$ cat src/hw/rtl/lbp_pkg.sv
// Shared types, codes and constants for the LED blink and breathing PWM block.
`timescale 1ns / 1ps
package lbp_pkg;

  // Command codes carried in the action field
  typedef enum logic [2:0] {
    ACT_TICK       = 3'd0,
    ACT_LED_ON     = 3'd1,
    ACT_LED_OFF    = 3'd2,
    ACT_LED_BLINK  = 3'd3,
    ACT_FADE_START = 3'd4,
    ACT_FADE_STOP  = 3'd5,
    ACT_SET_DUTY   = 3'd6
  } action_e;

  typedef enum logic [2:0] {
    ST_OK           = 3'd0,
    ST_BAD_LED      = 3'd1,
    ST_BAD_PERIOD   = 3'd2,
    ST_BAD_STEP     = 3'd3,
    ST_BAD_INTERVAL = 3'd4,
    ST_BAD_PWM      = 3'd5
  } status_e;

  typedef enum logic [1:0] {
    MODE_OFF   = 2'd0,
    MODE_ON    = 2'd1,
    MODE_BLINK = 2'd2
  } led_mode_e;

  localparam logic [15:0] PERIOD_MIN   = 16'd10;
  localparam logic [15:0] PERIOD_MAX   = 16'd60000;
  localparam logic [7:0]  STEP_MIN     = 8'd1;
  localparam logic [7:0]  STEP_MAX     = 8'd20;
  localparam logic [15:0] INTERVAL_MIN = 16'd10;
  localparam logic [15:0] INTERVAL_MAX = 16'd2000;
  localparam logic [7:0]  DUTY_MAX     = 8'd100;
  localparam logic [2:0]  PWM_CHANNEL  = 3'd1;
  localparam logic [8:0]  PCT_FULL     = 9'sd100;

  // ceil(2.55 * 2^16): exact floor(pct*255/100) for pct up to 100
  localparam logic [24:0] SCALE_MULT   = 25'd167117;

  typedef struct packed {
    logic        tick;
    logic        set_on;
    logic        set_off;
    logic        blink;
    logic [15:0] period;
  } led_cmd_t;

  typedef struct packed {
    logic        tick;
    logic        start;
    logic        stop;
    logic        set_duty;
    logic [4:0]  step;
    logic [10:0] interval;
    logic [6:0]  duty;
  } fade_cmd_t;

  typedef struct packed {
    logic [2:0]  action;
    logic [2:0]  led_id;
    logic [15:0] blink_period;
    logic [7:0]  fade_step;
    logic [15:0] fade_interval;
    logic [2:0]  pwm_id;
    logic [7:0]  duty_percent;
  } in_word_t;

  // Percent (0..100) to PWM compare value, truncated
  function automatic logic [7:0] scale_duty(input logic [6:0] pct);
    logic [24:0] prod;
    prod = 25'(pct) * SCALE_MULT;
    return prod[23:16];
  endfunction

endpackage

$ cat src/hw/rtl/lbp_if.sv
// Handshake channels for command words and result words.
`timescale 1ns / 1ps
interface lbp_in_if;
  logic        valid;
  logic        ready;
  logic [2:0]  action;
  logic [2:0]  led_id;
  logic [15:0] blink_period;
  logic [7:0]  fade_step;
  logic [15:0] fade_interval;
  logic [2:0]  pwm_id;
  logic [7:0]  duty_percent;

  modport source (output valid, action, led_id, blink_period, fade_step, fade_interval,
                  pwm_id, duty_percent, input ready);
  modport sink (input valid, action, led_id, blink_period, fade_step, fade_interval,
                pwm_id, duty_percent, output ready);
endinterface

interface lbp_out_if;
  logic       valid;
  logic       ready;
  logic [2:0] led_levels;
  logic [7:0] pwm_level;
  logic       fade_running;
  logic [2:0] status;

  modport source (output valid, led_levels, pwm_level, fade_running, status, input ready);
  modport sink (input valid, led_levels, pwm_level, fade_running, status, output ready);
endinterface

$ cat src/hw/rtl/led_blink_and_breathing_pwm.sv
// LED blink and breathing PWM controller: one command or tick per clock unless
// the result is held back by out_o.ready. A word goes from the input register to
// the state update with result capture. Throughput: one word per cycle, under the
// same out_o.ready condition.
// Reset (asynchronous, active low): LEDs off, fade stopped and rising,
// PWM compare value 0, both pipeline stages empty.
`timescale 1ns / 1ps
module led_blink_and_breathing_pwm #(
  parameter int NUM_LEDS = 3
) (
  input  logic clk_i,
  input  logic rst_ni,
  lbp_in_if.sink    in_i,
  lbp_out_if.source out_o
);
  import lbp_pkg::*;

  logic      in_valid_q;
  in_word_t  in_q;
  logic      out_valid_q;
  status_e   status_q, status_d;
  logic      advance, process;
  action_e   act;
  logic      id_ok, period_ok, step_ok, interval_ok, duty_ok;
  logic      do_on, do_off, do_blink;
  logic [NUM_LEDS-1:0] led_hit;
  logic [NUM_LEDS-1:0] levels;
  led_cmd_t  led_cmd [NUM_LEDS];
  fade_cmd_t fade_cmd;
  logic [7:0] pwm_level;
  logic      fade_on;

  assign advance    = !out_valid_q || out_o.ready;
  assign process    = in_valid_q && advance;
  assign in_i.ready = !in_valid_q || advance;

  always_ff @(posedge clk_i or negedge rst_ni) begin
    if (!rst_ni) begin
      in_valid_q <= 1'b0;
    end else if (in_i.ready) begin
      in_valid_q <= in_i.valid;
    end
  end

  // payload register: load on accept only
  always_ff @(posedge clk_i) begin
    if (in_i.valid && in_i.ready) begin
      in_q <= '{action:        in_i.action,
                led_id:        in_i.led_id,
                blink_period:  in_i.blink_period,
                fade_step:     in_i.fade_step,
                fade_interval: in_i.fade_interval,
                pwm_id:        in_i.pwm_id,
                duty_percent:  in_i.duty_percent};
    end
  end

  assign act         = action_e'(in_q.action);
  assign id_ok       = (in_q.led_id != 3'd0) && ({1'b0, in_q.led_id} <= 4'(NUM_LEDS));
  assign period_ok   = (in_q.blink_period >= PERIOD_MIN) && (in_q.blink_period <= PERIOD_MAX);
  assign step_ok     = (in_q.fade_step >= STEP_MIN) && (in_q.fade_step <= STEP_MAX);
  assign interval_ok = (in_q.fade_interval >= INTERVAL_MIN)
                    && (in_q.fade_interval <= INTERVAL_MAX);
  assign duty_ok     = (in_q.pwm_id == PWM_CHANNEL) && (in_q.duty_percent <= DUTY_MAX);

  always_comb begin
    status_d = ST_OK;
    do_on    = 1'b0;
    do_off   = 1'b0;
    do_blink = 1'b0;
    fade_cmd = '0;
    fade_cmd.step     = in_q.fade_step[4:0];
    fade_cmd.interval = in_q.fade_interval[10:0];
    fade_cmd.duty     = in_q.duty_percent[6:0];
    unique case (act)
      ACT_TICK: begin
        fade_cmd.tick = process;
      end
      ACT_LED_ON, ACT_LED_OFF: begin
        if (!id_ok) begin
          status_d = ST_BAD_LED;
        end else begin
          do_on  = process && (act == ACT_LED_ON);
          do_off = process && (act == ACT_LED_OFF);
        end
      end
      ACT_LED_BLINK: begin
        priority if (!id_ok) begin
          status_d = ST_BAD_LED;
        end else if (!period_ok) begin
          status_d = ST_BAD_PERIOD;
        end else begin
          do_blink = process;
        end
      end
      ACT_FADE_START: begin
        priority if (!step_ok) begin
          status_d = ST_BAD_STEP;
        end else if (!interval_ok) begin
          status_d = ST_BAD_INTERVAL;
        end else begin
          fade_cmd.start = process;
        end
      end
      ACT_FADE_STOP: begin
        fade_cmd.stop = process;
      end
      ACT_SET_DUTY: begin
        if (!duty_ok) begin
          status_d = ST_BAD_PWM;
        end else begin
          fade_cmd.set_duty = process;
        end
      end
      default: begin
        // unknown action: no change
      end
    endcase
  end

  for (genvar g = 0; g < NUM_LEDS; g++) begin : g_led
    assign led_hit[g] = ({1'b0, in_q.led_id} == 4'(g + 1));
    always_comb begin
      led_cmd[g].tick    = process && (act == ACT_TICK);
      led_cmd[g].set_on  = do_on && led_hit[g];
      led_cmd[g].set_off = do_off && led_hit[g];
      led_cmd[g].blink   = do_blink && led_hit[g];
      led_cmd[g].period  = in_q.blink_period;
    end
    lbp_led_chan u_led (
      .clk_i   (clk_i),
      .rst_ni  (rst_ni),
      .cmd_i   (led_cmd[g]),
      .level_o (levels[g])
    );
  end

  lbp_fade u_fade (
    .clk_i       (clk_i),
    .rst_ni      (rst_ni),
    .cmd_i       (fade_cmd),
    .pwm_level_o (pwm_level),
    .fade_on_o   (fade_on)
  );

  // state registers hold the post-word state while the result waits
  always_ff @(posedge clk_i or negedge rst_ni) begin
    if (!rst_ni) begin
      out_valid_q <= 1'b0;
      status_q    <= ST_OK;
    end else if (process) begin
      out_valid_q <= 1'b1;
      status_q    <= status_d;
    end else if (out_o.ready) begin
      out_valid_q <= 1'b0;
    end
  end

  for (genvar b = 0; b < 3; b++) begin : g_lvl
    if (b < NUM_LEDS) begin : g_used
      assign out_o.led_levels[b] = levels[b];
    end else begin : g_pad
      assign out_o.led_levels[b] = 1'b0;
    end
  end

  assign out_o.valid        = out_valid_q;
  assign out_o.pwm_level    = pwm_level;
  assign out_o.fade_running = fade_on;
  assign out_o.status       = status_q;
endmodule

$ cat src/hw/rtl/lbp_led_chan.sv
// One LED channel: on/off/blink mode, level and blink down-counter.
`timescale 1ns / 1ps
module lbp_led_chan (
  input  logic              clk_i,
  input  logic              rst_ni,
  input  lbp_pkg::led_cmd_t cmd_i,
  output logic              level_o
);
  import lbp_pkg::*;

  led_mode_e   mode_q, mode_d;
  logic        level_q, level_d;
  logic [15:0] period_q, period_d;
  logic [15:0] remain_q, remain_d;
  logic [15:0] remain_dec;

  assign remain_dec = (remain_q == '0) ? '0 : remain_q - 16'd1;

  always_comb begin
    mode_d   = mode_q;
    level_d  = level_q;
    period_d = period_q;
    remain_d = remain_q;
    priority if (cmd_i.set_on) begin
      mode_d  = MODE_ON;
      level_d = 1'b1;
    end else if (cmd_i.set_off) begin
      mode_d  = MODE_OFF;
      level_d = 1'b0;
    end else if (cmd_i.blink) begin
      mode_d   = MODE_BLINK;
      period_d = cmd_i.period;
      remain_d = cmd_i.period;
    end else if (cmd_i.tick && mode_q == MODE_BLINK) begin
      // count down; on expiry toggle and reload
      if (remain_dec == '0) begin
        level_d  = ~level_q;
        remain_d = period_q;
      end else begin
        remain_d = remain_dec;
      end
    end
  end

  always_ff @(posedge clk_i or negedge rst_ni) begin
    if (!rst_ni) begin
      mode_q   <= MODE_OFF;
      level_q  <= 1'b0;
      period_q <= '0;
      remain_q <= '0;
    end else begin
      mode_q   <= mode_d;
      level_q  <= level_d;
      period_q <= period_d;
      remain_q <= remain_d;
    end
  end

  assign level_o = level_q;
endmodule

$ cat src/hw/rtl/lbp_fade.sv
// Breathing fade ramp and PWM compare register.
`timescale 1ns / 1ps
module lbp_fade (
  input  logic               clk_i,
  input  logic               rst_ni,
  input  lbp_pkg::fade_cmd_t cmd_i,
  output logic [7:0]         pwm_level_o,
  output logic               fade_on_o
);
  import lbp_pkg::*;

  logic        on_q, on_d;
  logic        rising_q, rising_d;
  logic [4:0]  incr_q, incr_d;
  logic [10:0] period_q, period_d;
  logic [10:0] remain_q, remain_d;
  logic [6:0]  pct_q, pct_d;
  logic [7:0]  pwm_q, pwm_d;
  logic [10:0] remain_dec;
  logic signed [8:0] pct_next;
  logic [6:0]  pct_clamped;
  logic        hit_top, hit_bottom;
  logic [6:0]  scale_pct;
  logic [7:0]  scaled;

  assign remain_dec = (remain_q == '0) ? '0 : remain_q - 11'd1;
  assign pct_next   = rising_q ? $signed({2'b00, pct_q}) + $signed({4'b0000, incr_q})
                               : $signed({2'b00, pct_q}) - $signed({4'b0000, incr_q});
  assign hit_top    = pct_next >= $signed(PCT_FULL);
  assign hit_bottom = pct_next <= 9'sd0;
  assign pct_clamped = hit_top ? 7'd100 : (hit_bottom ? 7'd0 : pct_next[6:0]);

  // one scaler shared by fixed duty and fade steps
  assign scale_pct = cmd_i.set_duty ? cmd_i.duty : pct_clamped;
  assign scaled    = scale_duty(scale_pct);

  always_comb begin
    on_d     = on_q;
    rising_d = rising_q;
    incr_d   = incr_q;
    period_d = period_q;
    remain_d = remain_q;
    pct_d    = pct_q;
    pwm_d    = pwm_q;
    priority if (cmd_i.start) begin
      incr_d   = cmd_i.step;
      period_d = cmd_i.interval;
      remain_d = cmd_i.interval;
      rising_d = 1'b1;
      pct_d    = '0;
      on_d     = 1'b1;
    end else if (cmd_i.stop) begin
      on_d  = 1'b0;
      pwm_d = '0;
    end else if (cmd_i.set_duty) begin
      on_d  = 1'b0;
      pwm_d = scaled;
    end else if (cmd_i.tick && on_q) begin
      if (remain_dec == '0) begin
        remain_d = period_q;
        pct_d    = pct_clamped;
        pwm_d    = scaled;
        if (hit_top) begin
          rising_d = 1'b0;
        end else if (hit_bottom) begin
          rising_d = 1'b1;
        end
      end else begin
        remain_d = remain_dec;
      end
    end
  end

  always_ff @(posedge clk_i or negedge rst_ni) begin
    if (!rst_ni) begin
      on_q     <= 1'b0;
      rising_q <= 1'b1;
      incr_q   <= '0;
      period_q <= '0;
      remain_q <= '0;
      pct_q    <= '0;
      pwm_q    <= '0;
    end else begin
      on_q     <= on_d;
      rising_q <= rising_d;
      incr_q   <= incr_d;
      period_q <= period_d;
      remain_q <= remain_d;
      pct_q    <= pct_d;
      pwm_q    <= pwm_d;
    end
  end

  assign pwm_level_o = pwm_q;
  assign fade_on_o   = on_q;
endmodule
$ cat src/flat_wrapper.sv
// flat-port wrapper written by rule: the top's interface ports become plain ports
module led_blink_and_breathing_pwm_flat import lbp_pkg::*;
#(
  parameter int NUM_LEDS = 3
)
  (clk_i, rst_ni, in_i_valid, in_i_action, in_i_led_id, in_i_blink_period, in_i_fade_step, in_i_fade_interval, in_i_pwm_id, in_i_duty_percent, in_i_ready, out_o_valid, out_o_led_levels, out_o_pwm_level, out_o_fade_running, out_o_status, out_o_ready);
  lbp_in_if in_i_i ();
  lbp_out_if out_o_i ();
  input  logic clk_i;
  input  logic rst_ni;
  input wire logic [$bits(in_i_i.valid)-1:0] in_i_valid;
  input wire logic [$bits(in_i_i.action)-1:0] in_i_action;
  input wire logic [$bits(in_i_i.led_id)-1:0] in_i_led_id;
  input wire logic [$bits(in_i_i.blink_period)-1:0] in_i_blink_period;
  input wire logic [$bits(in_i_i.fade_step)-1:0] in_i_fade_step;
  input wire logic [$bits(in_i_i.fade_interval)-1:0] in_i_fade_interval;
  input wire logic [$bits(in_i_i.pwm_id)-1:0] in_i_pwm_id;
  input wire logic [$bits(in_i_i.duty_percent)-1:0] in_i_duty_percent;
  output wire logic [$bits(in_i_i.ready)-1:0] in_i_ready;
  output wire logic [$bits(out_o_i.valid)-1:0] out_o_valid;
  output wire logic [$bits(out_o_i.led_levels)-1:0] out_o_led_levels;
  output wire logic [$bits(out_o_i.pwm_level)-1:0] out_o_pwm_level;
  output wire logic [$bits(out_o_i.fade_running)-1:0] out_o_fade_running;
  output wire logic [$bits(out_o_i.status)-1:0] out_o_status;
  input wire logic [$bits(out_o_i.ready)-1:0] out_o_ready;
  assign in_i_i.valid = in_i_valid;
  assign in_i_i.action = in_i_action;
  assign in_i_i.led_id = in_i_led_id;
  assign in_i_i.blink_period = in_i_blink_period;
  assign in_i_i.fade_step = in_i_fade_step;
  assign in_i_i.fade_interval = in_i_fade_interval;
  assign in_i_i.pwm_id = in_i_pwm_id;
  assign in_i_i.duty_percent = in_i_duty_percent;
  assign in_i_ready = in_i_i.ready;
  assign out_o_valid = out_o_i.valid;
  assign out_o_led_levels = out_o_i.led_levels;
  assign out_o_pwm_level = out_o_i.pwm_level;
  assign out_o_fade_running = out_o_i.fade_running;
  assign out_o_status = out_o_i.status;
  assign out_o_i.ready = out_o_ready;
  led_blink_and_breathing_pwm #(.NUM_LEDS(NUM_LEDS)) u_core (.clk_i(clk_i), .rst_ni(rst_ni), .in_i(in_i_i), .out_o(out_o_i));
endmodule
$ cat config.mk
export PLATFORM = sky130hd
export DESIGN_NAME = led_blink_and_breathing_pwm_flat
export DESIGN_NICKNAME = d
export VERILOG_FILES = /design/src/hw/rtl/lbp_pkg.sv /design/src/hw/rtl/lbp_if.sv /design/src/hw/rtl/led_blink_and_breathing_pwm.sv /design/src/hw/rtl/lbp_led_chan.sv /design/src/hw/rtl/lbp_fade.sv /design/src/flat_wrapper.sv
export SDC_FILE = /design/constraint.sdc
export NUM_CORES = 1
export LEC_CHECK = 0
export CAP_MARGIN = 15
export CORE_ASPECT_RATIO = 1.25
export CORE_MARGIN = 3
export CORE_UTILIZATION = 58
export DETAILED_ROUTE_END_ITERATION = 8
export DONT_BUFFER_PORTS = 1
export PLACE_DENSITY = 0.76
export SLEW_MARGIN = 20
export SYNTH_ARGS = -nofsm -noshare
export SYNTH_HDL_FRONTEND = slang
export SYNTH_SLANG_ARGS = --single-unit
$ cat constraint.sdc
create_clock -name clk_i -period 8.6 [get_ports clk_i]
set_input_delay 0 -clock clk_i [delete_from_list [all_inputs] [get_ports clk_i]]
set_output_delay 0 -clock clk_i [all_outputs]
set_load 0.03 [all_outputs]
== Word-level counts from Yosys, hierarchy flattened ==
Cells that the tools add are included.

* Add/sub/neg operators: 6
* Multipliers: 1
* Magnitude comparators: 10
* Equal/unequal tests: 18
* Mux-type cells: 88
* Bitwise logic cells: 10
* Reduce and logical (&&, ||, !) cells: 70

{| class="wikitable"
|+ Operators by type and width
! cell !! number
|-
| 2-to-1 mux 16 bit || 12
|-
| zero test 16 bit || 6
|-
| 2-to-1 mux 11 bit || 6
|-
| 2-to-1 mux 7 bit || 8
|-
| subtractor 16 x 1 -> 16 bit (second input constant) || 3
|-
| 2-to-1 mux 1 bit || 42
|-
| nonzero test 3 bit || 14
|-
| AND reduction 3 bit || 11
|-
| greater-or-equal comparator 16 x 4 -> 1 bit (second input constant) || 2
|-
| 2-to-1 mux 8 bit || 4
|-
| multiplier 7 x 18 -> 24 bit (second input constant) || 1
|-
| logical AND 1 bit || 23
|-
| zero test 11 bit || 2
|-
| 2-to-1 mux 2 bit || 10
|-
| less-or-equal comparator 16 x 11 -> 1 bit (second input constant) || 1
|-
| less-or-equal comparator 16 bit (second input constant) || 1
|-
| == test 3 x 2 -> 1 bit (second input constant) || 4
|-
| 2-to-1 mux 3 bit || 4
|-
| case mux 3 bit (4 select lines) || 1
|-
| nonzero test 2 bit || 6
|-
| subtractor 11 x 1 -> 11 bit (second input constant) || 1
|-
| inverter 1 bit || 10
|-
| == test 3 x 1 -> 1 bit (second input constant) || 3
|-
| == test 3 bit (second input constant) || 3
|-
| 18 further kinds || 25
|}

* Register bits: 211
* Output and inout port bits: 17
* Word-level logic and storage cells: 232

== Depth between registers and ports, before layout ==
* Depth after elaboration: 11
* Gate-level depth with buffers: 30
* Gate-level depth less buffers: 30

== Hierarchy ==
From an unflattened synthesis, not the netlist that was laid out.

* Cell total of the unflattened synthesis: 1310
* Area total of the unflattened synthesis: 12978.7 um^2

{| class="wikitable"
|+ Modules (own cells, without submodules)
! module !! times used !! cells each !! area each (um^2) !! seq. area each (um^2)
|-
| lbp_led_chan || 3 || 220 || 2078.2 || 875.8
|-
| lbp_fade || 1 || 507 || 4433.0 || 1102.3
|-
| led_blink_and_breathing_pwm || 1 || 143 || 2311.0 || 1836.8
|}

== Worst setup path after synthesis ==
No wires, ideal clock.

* Path kind: flip-flop to flip-flop
* From: register u_core.u_fade.incr_q[0]
* To: register u_core.u_fade.pwm_q[7], in the netlist u_core.u_fade.pwm_level_o[7]
* Arrival time: 6.606 ns
* Data required time: 8.531 ns
* Path slack: 1.925 ns
* Stages on the path, launching flop included: 27
* Path buffers: 0
* Path through: dfrtp_1 -> ha_1 -> fa_1 -> nor2b_1 -> o21ai_0 -> o2bb2ai_1 -> xnor2_1 -> o311ai_0 -> nor3b_1 -> nand2_1 -> o21ai_0 -> ha_1 -> ha_1 -> or2_2 -> fa_1 -> fa_1 -> ha_1 -> and3_1 -> a221oi_1 -> nand2b_1 -> o211ai_1 -> a21oi_1 -> a41oi_1 -> o21ai_1 -> a31o_2 -> or4b_1 -> nand3_1

* Longest elaborated chain between the ends: 11
* Elaborated cells between the ends (all ways): 13
* Classes of those cells: add/sub: 2; mul: 1; order compare: 2; mux: 8

{| class="wikitable"
|+ Ends and longest elaborated chain
! item !! RTL line !! source
|-
| start: declaration || lbp_fade.sv:14 || <nowiki>logic [4:0] incr_q, incr_d;</nowiki>
|-
| start signal: assignment || lbp_fade.sv:86 || <nowiki>incr_q <= incr_d;</nowiki>
|-
| subtractor 7 x 5 -> 8 bit or adder 7 x 5 -> 8 bit (tied branches) || lbp_fade.sv:28, lbp_fade.sv:27 ||
|-
| 2-to-1 mux 9 bit (*) || lbp_fade.sv:27 || <nowiki>assign pct_next = rising_q ? $signed({2'b00, pct_q}) + $signed({4'b0000, incr_q})</nowiki>
|-
| less-or-equal comparator 9 x 1 -> 1 bit || lbp_fade.sv:30 || <nowiki>assign hit_bottom = pct_next <= 9'sd0;</nowiki>
|-
| 2-to-1 mux 7 bit || lbp_fade.sv:31 || <nowiki>assign pct_clamped = hit_top ? 7'd100 : (hit_bottom ? 7'd0 : pct_next[6:0]);</nowiki>
|-
| 2-to-1 mux 7 bit (*) || lbp_fade.sv:31 ||
|-
| 2-to-1 mux 7 bit (*) || lbp_fade.sv:34 || <nowiki>assign scale_pct = cmd_i.set_duty ? cmd_i.duty : pct_clamped;</nowiki>
|-
| multiplier 7 x 18 -> 24 bit (*) || lbp_pkg.sv:75 || <nowiki>prod = 25'(pct) * SCALE_MULT;</nowiki>
|-
| 2-to-1 mux 8 bit || lbp_fade.sv:59 || <nowiki>if (remain_dec == '0) begin</nowiki>
|-
| 2-to-1 mux 8 bit || lbp_fade.sv:58 || <nowiki>end else if (cmd_i.tick && on_q) begin</nowiki>
|-
| 2-to-1 mux 8 bit (*) || lbp_fade.sv:55 || <nowiki>end else if (cmd_i.set_duty) begin</nowiki>
|-
| 2-to-1 mux 8 bit (*) || lbp_fade.sv:52 || <nowiki>end else if (cmd_i.stop) begin</nowiki>
|-
| end signal: assignment || lbp_fade.sv:90 || <nowiki>pwm_q <= pwm_d;</nowiki>
|-
| end: declaration || lbp_fade.sv:18 || <nowiki>logic [7:0] pwm_q, pwm_d;</nowiki>
|}

Mark *: on every way between the ends. The rest lies on a longest branch, timed or not. The select of a mux whose other input is x is not followed.
A chain may end at the register's enable or synchronous reset.

== Worst setup path after layout ==
Same ends and word-level chain as after synthesis.

==> flow_summary.json <==
{
  "cp-start-kind": "flip-flop",
  "start_util_pct": 59.2,
  "routabilityCongestion": 0.917,
  "ys_types": 76,
  "fmax_mhz": 134,
  "finClkSkew_ps": 20.2,
  "synth_cells": 1302,
  "synth_top_area_cell": "dfrtp_1",
  "synth_area_um2": 12300,
  "post-route-min-period_ps": 7470,
  "async_reset_ff_share_pct": 73.0,
  "synth-seq-area-share_pct": 45.2,
  "port_buffers": 0,
  "hpwl_um": 20200,
  "synth.area.top_cells": "dfrtp_1 31%, edfxtp_1 14%, ha_1 7.5%",
  "busiest_layer": "met2",
  "power_density_nw_per_um2": 219,
  "core-area_um2": 20800,
  "grt_max_degree": 155,
  "synth_top_area_share_pct": 31.1,
  "grtUsageMet1_pct": 33.9,
  "antenna_cells": 0,
  "rows": 59,
  "clk_pin_slew_ps": 60,
  "areaGrowthSynthToFinish_pct": 12.8,
  "cts_tree": "yes",
  "synth_edf_count": 57,
  "status": "completed",
  "num_vias": 9992,
  "n_fill_cell": 1648,
  "multiInputGateArea_um2": 6250,
  "drive_gt1_share_pct": 7.23,
  "layout_commonest_cell": "nand2_1",
  "grt_pass1_wl_um": 49700,
  "rrSetupSlack_ps": 1130,
  "slew_headroom_pct": 29.1,
  "antenna_found_initial": 0,
  "avgSynthCellArea_um2": 9.46,
  "overflow": 0,
  "ctsResizeCount": 0,
  "cts_setup_buffers": 0,
  "synth_seq_cells": 211,
  "required_ps": 9050,
  "nets": 1488,
  "wl_per_cell_um": 18.7,
  "drc": 0,
  "wl_um": 30400,
  "syn-num-nets": 1451,
  "ant_nets": 0,
  "p_leak_nw": 6.19,
  "die_h_um": 169,
  "layout_common_cells": "197 x nand2_1, 153 x dfrtp_1, 130 x o21ai_0, 76 x nor2_1",
  "dr.pass1.iters": 5,
  "end_kind": "flip-flop",
  "groute.usage.overall_pct": 26.6,
  "clock_path_buffers": 3,
  "max-cap-violations": 0,
  "ctsHtreeMaxLevel": 1,
  "dieWidth_um": 136,
  "critPathKind": "flip-flop to flip-flop",
  "finalHoldViolCount": 0,
  "period_share_pct": 86.9,
  "tns_ps": 0,
  "dieArea_um2": 23000,
  "synthFlopType": "dfrtp_1",
  "grt_pass1_vias": 9890,
  "grt_setup_unrepaired": "false",
  "slowest_stage": "o21ai_0",
  "cpPeakStageDelay_ps": 550,
  "cts-root-buf": "clkbuf_16",
  "clock-sinks": 211,
  "ios": 78,
  "clk_latency_ps": 530,
  "seqCellArea_um2": 5570,
  "peakVddDrop_uv": 205,
  "critical_path.most_common_cell": "ha_1",
  "yosysWarnings": 0,
  "worstPathArrival_ps": 7920,
  "cts_made_buffers": 23,
  "fin_hold_ws_ps": 42.8,
  "hp-class": "input pin to asynchronous set/reset pin",
  "drt_iter0_drc": 877,
  "use_met3_pct": 3.98,
  "drv_slew": 0,
  "setup_viol": 0,
  "grt_util_met2_pct": 45.4,
  "path_max_fanout": 6,
  "viasPerCell": 6.13,
  "worst_slew_pin_slew_ps": 1060
}
layout make-up:
| cell class | count | share of cell area, % |
|---|---|---|
| tap | 274 | 2.47 |
| clock inverter | 14 | 1.18 |
| clock buffer | 28 | 4.42 |
| sequential | 211 | 40.1 |
| inverter | 66 | 1.78 |
| multi-input combinational | 965 | 45.0 |
| timing repair buffer | 72 | 5.13 |
power by group:
part	switching [mW]	leakage (nW)	internal, mW	total [mW]
clock	0.408	0.376	0.603	1.01
combinational	0.463	3.26	0.325	0.788
sequential	0.123	2.55	1.12	1.25
worst max-delay path, delay by kind of cell (launching register included):
family / cells / cell delay (ps)
adder cells (fa/ha/maj): 7 / 2440
AO/OA/AOI/OAI: 10 / 2500
flip-flops: 1 / 400
AND/OR/NAND/NOR: 8 / 1910
XOR/XNOR: 1 / 160
cells in the mapped netlist, types with 7 or more instances:
cell type    n
a21o_1      13
a21oi_1     74
a221oi_1    12
a22oi_1     17
a31o_2       7
and3_1       7
buf_2       12
clkbuf_1    40
dfrtp_1    153
edfxtp_1    57
fa_1        14
ha_1        74
inv_1       66
mux2_2      19
nand2_1    197
nand2b_1    11
nand3_1     29
nand3b_1    11
nand4_1      8
nor2_1      76
nor2b_1     10
nor3_1      44
nor3b_1     11
nor4_1      21
o211ai_1    10
o21ai_0    130
o22ai_1      7
or2_2        9
or3_1       13
xnor2_1     20
xor2_1      20
metal layers:
metal / vias up / wire [um]
li1: 4783 / -
met1: 4825 / 12600
met2: 306 / 15200
met3: 78 / 1490
met4: 0 / 1140
met5: - / 0
flip-flops by register name, summed over array words and instances (netlist names), 3 cells and up:
register                     count
u_core.act                       3
u_core.fade_cmd                 23
u_core.g_led.u_led.level_o       3
u_core.g_led.u_led.mode_q        6
u_core.g_led.u_led.period_q     48
u_core.g_led.u_led.remain_q     48
u_core.in_q                     31
u_core.out_o.status              3
u_core.u_fade.incr_q             5
u_core.u_fade.pct_q              7
u_core.u_fade.period_q          11
u_core.u_fade.pwm_level_o        8
u_core.u_fade.remain_q          11
cell families after synthesis:
family	count (synthesis)	synth area share [%]
AO/OA/AOI/OAI	337	17.0
flip-flops	211	45.2
XOR/XNOR	40	2.84
multiplexers	21	1.90
AND/OR/NAND/NOR	479	19.0
adder cells (fa/ha/maj)	88	9.79
buffers and inverters	126	4.25
final timing paths:
check	endpoint	startpoint	cells past startpoint
min in group clk_i	u_core.fade_cmd[14]$_DFFE_PP_	in_i_valid	1
worst min register to register	u_core.g_led[0].u_led.period_q[15]$_DFFE_PN0P_	u_core.g_led[0].u_led.period_q[15]$_DFFE_PN0P_	2
max in group asynchronous	u_core.u_fade.pwm_level_o[5]$_DFFE_PN0P_	rst_ni	2
worst max-delay path	u_core.u_fade.pwm_level_o[7]$_DFFE_PN0P_	u_core.u_fade.incr_q[0]$_DFFE_PN0P_	26
worst max register to register	u_core.u_fade.pwm_level_o[7]$_DFFE_PN0P_	u_core.u_fade.incr_q[0]$_DFFE_PN0P_	26
worst min-delay path	u_core.g_led[1].u_led.period_q[10]$_DFFE_PN0P_	rst_ni	2
repair_timing:
item,in CTS,in global routing
hold buffers,62,0
endpoints found under the hold margin,213,0
endpoints found under the setup margin,0,0
metrics by stage:
stage	util, %	area (um2)	worst slack [ps]	cells	power, mW
2_1_floorplan	-	12300	1920	1302	1.84
3_3_place_gp	59.9	12500	1380	1526	1.99
3_5_place_dp	59.9	12500	1200	1526	2.00
4_1_cts	66.7	13900	1190	1630	3.05
5_1_grt	66.7	13900	619	1630	3.21
6_report	66.7	13900	1130	1630	3.05
Note: power is estimated with default switching activity, not from simulation.
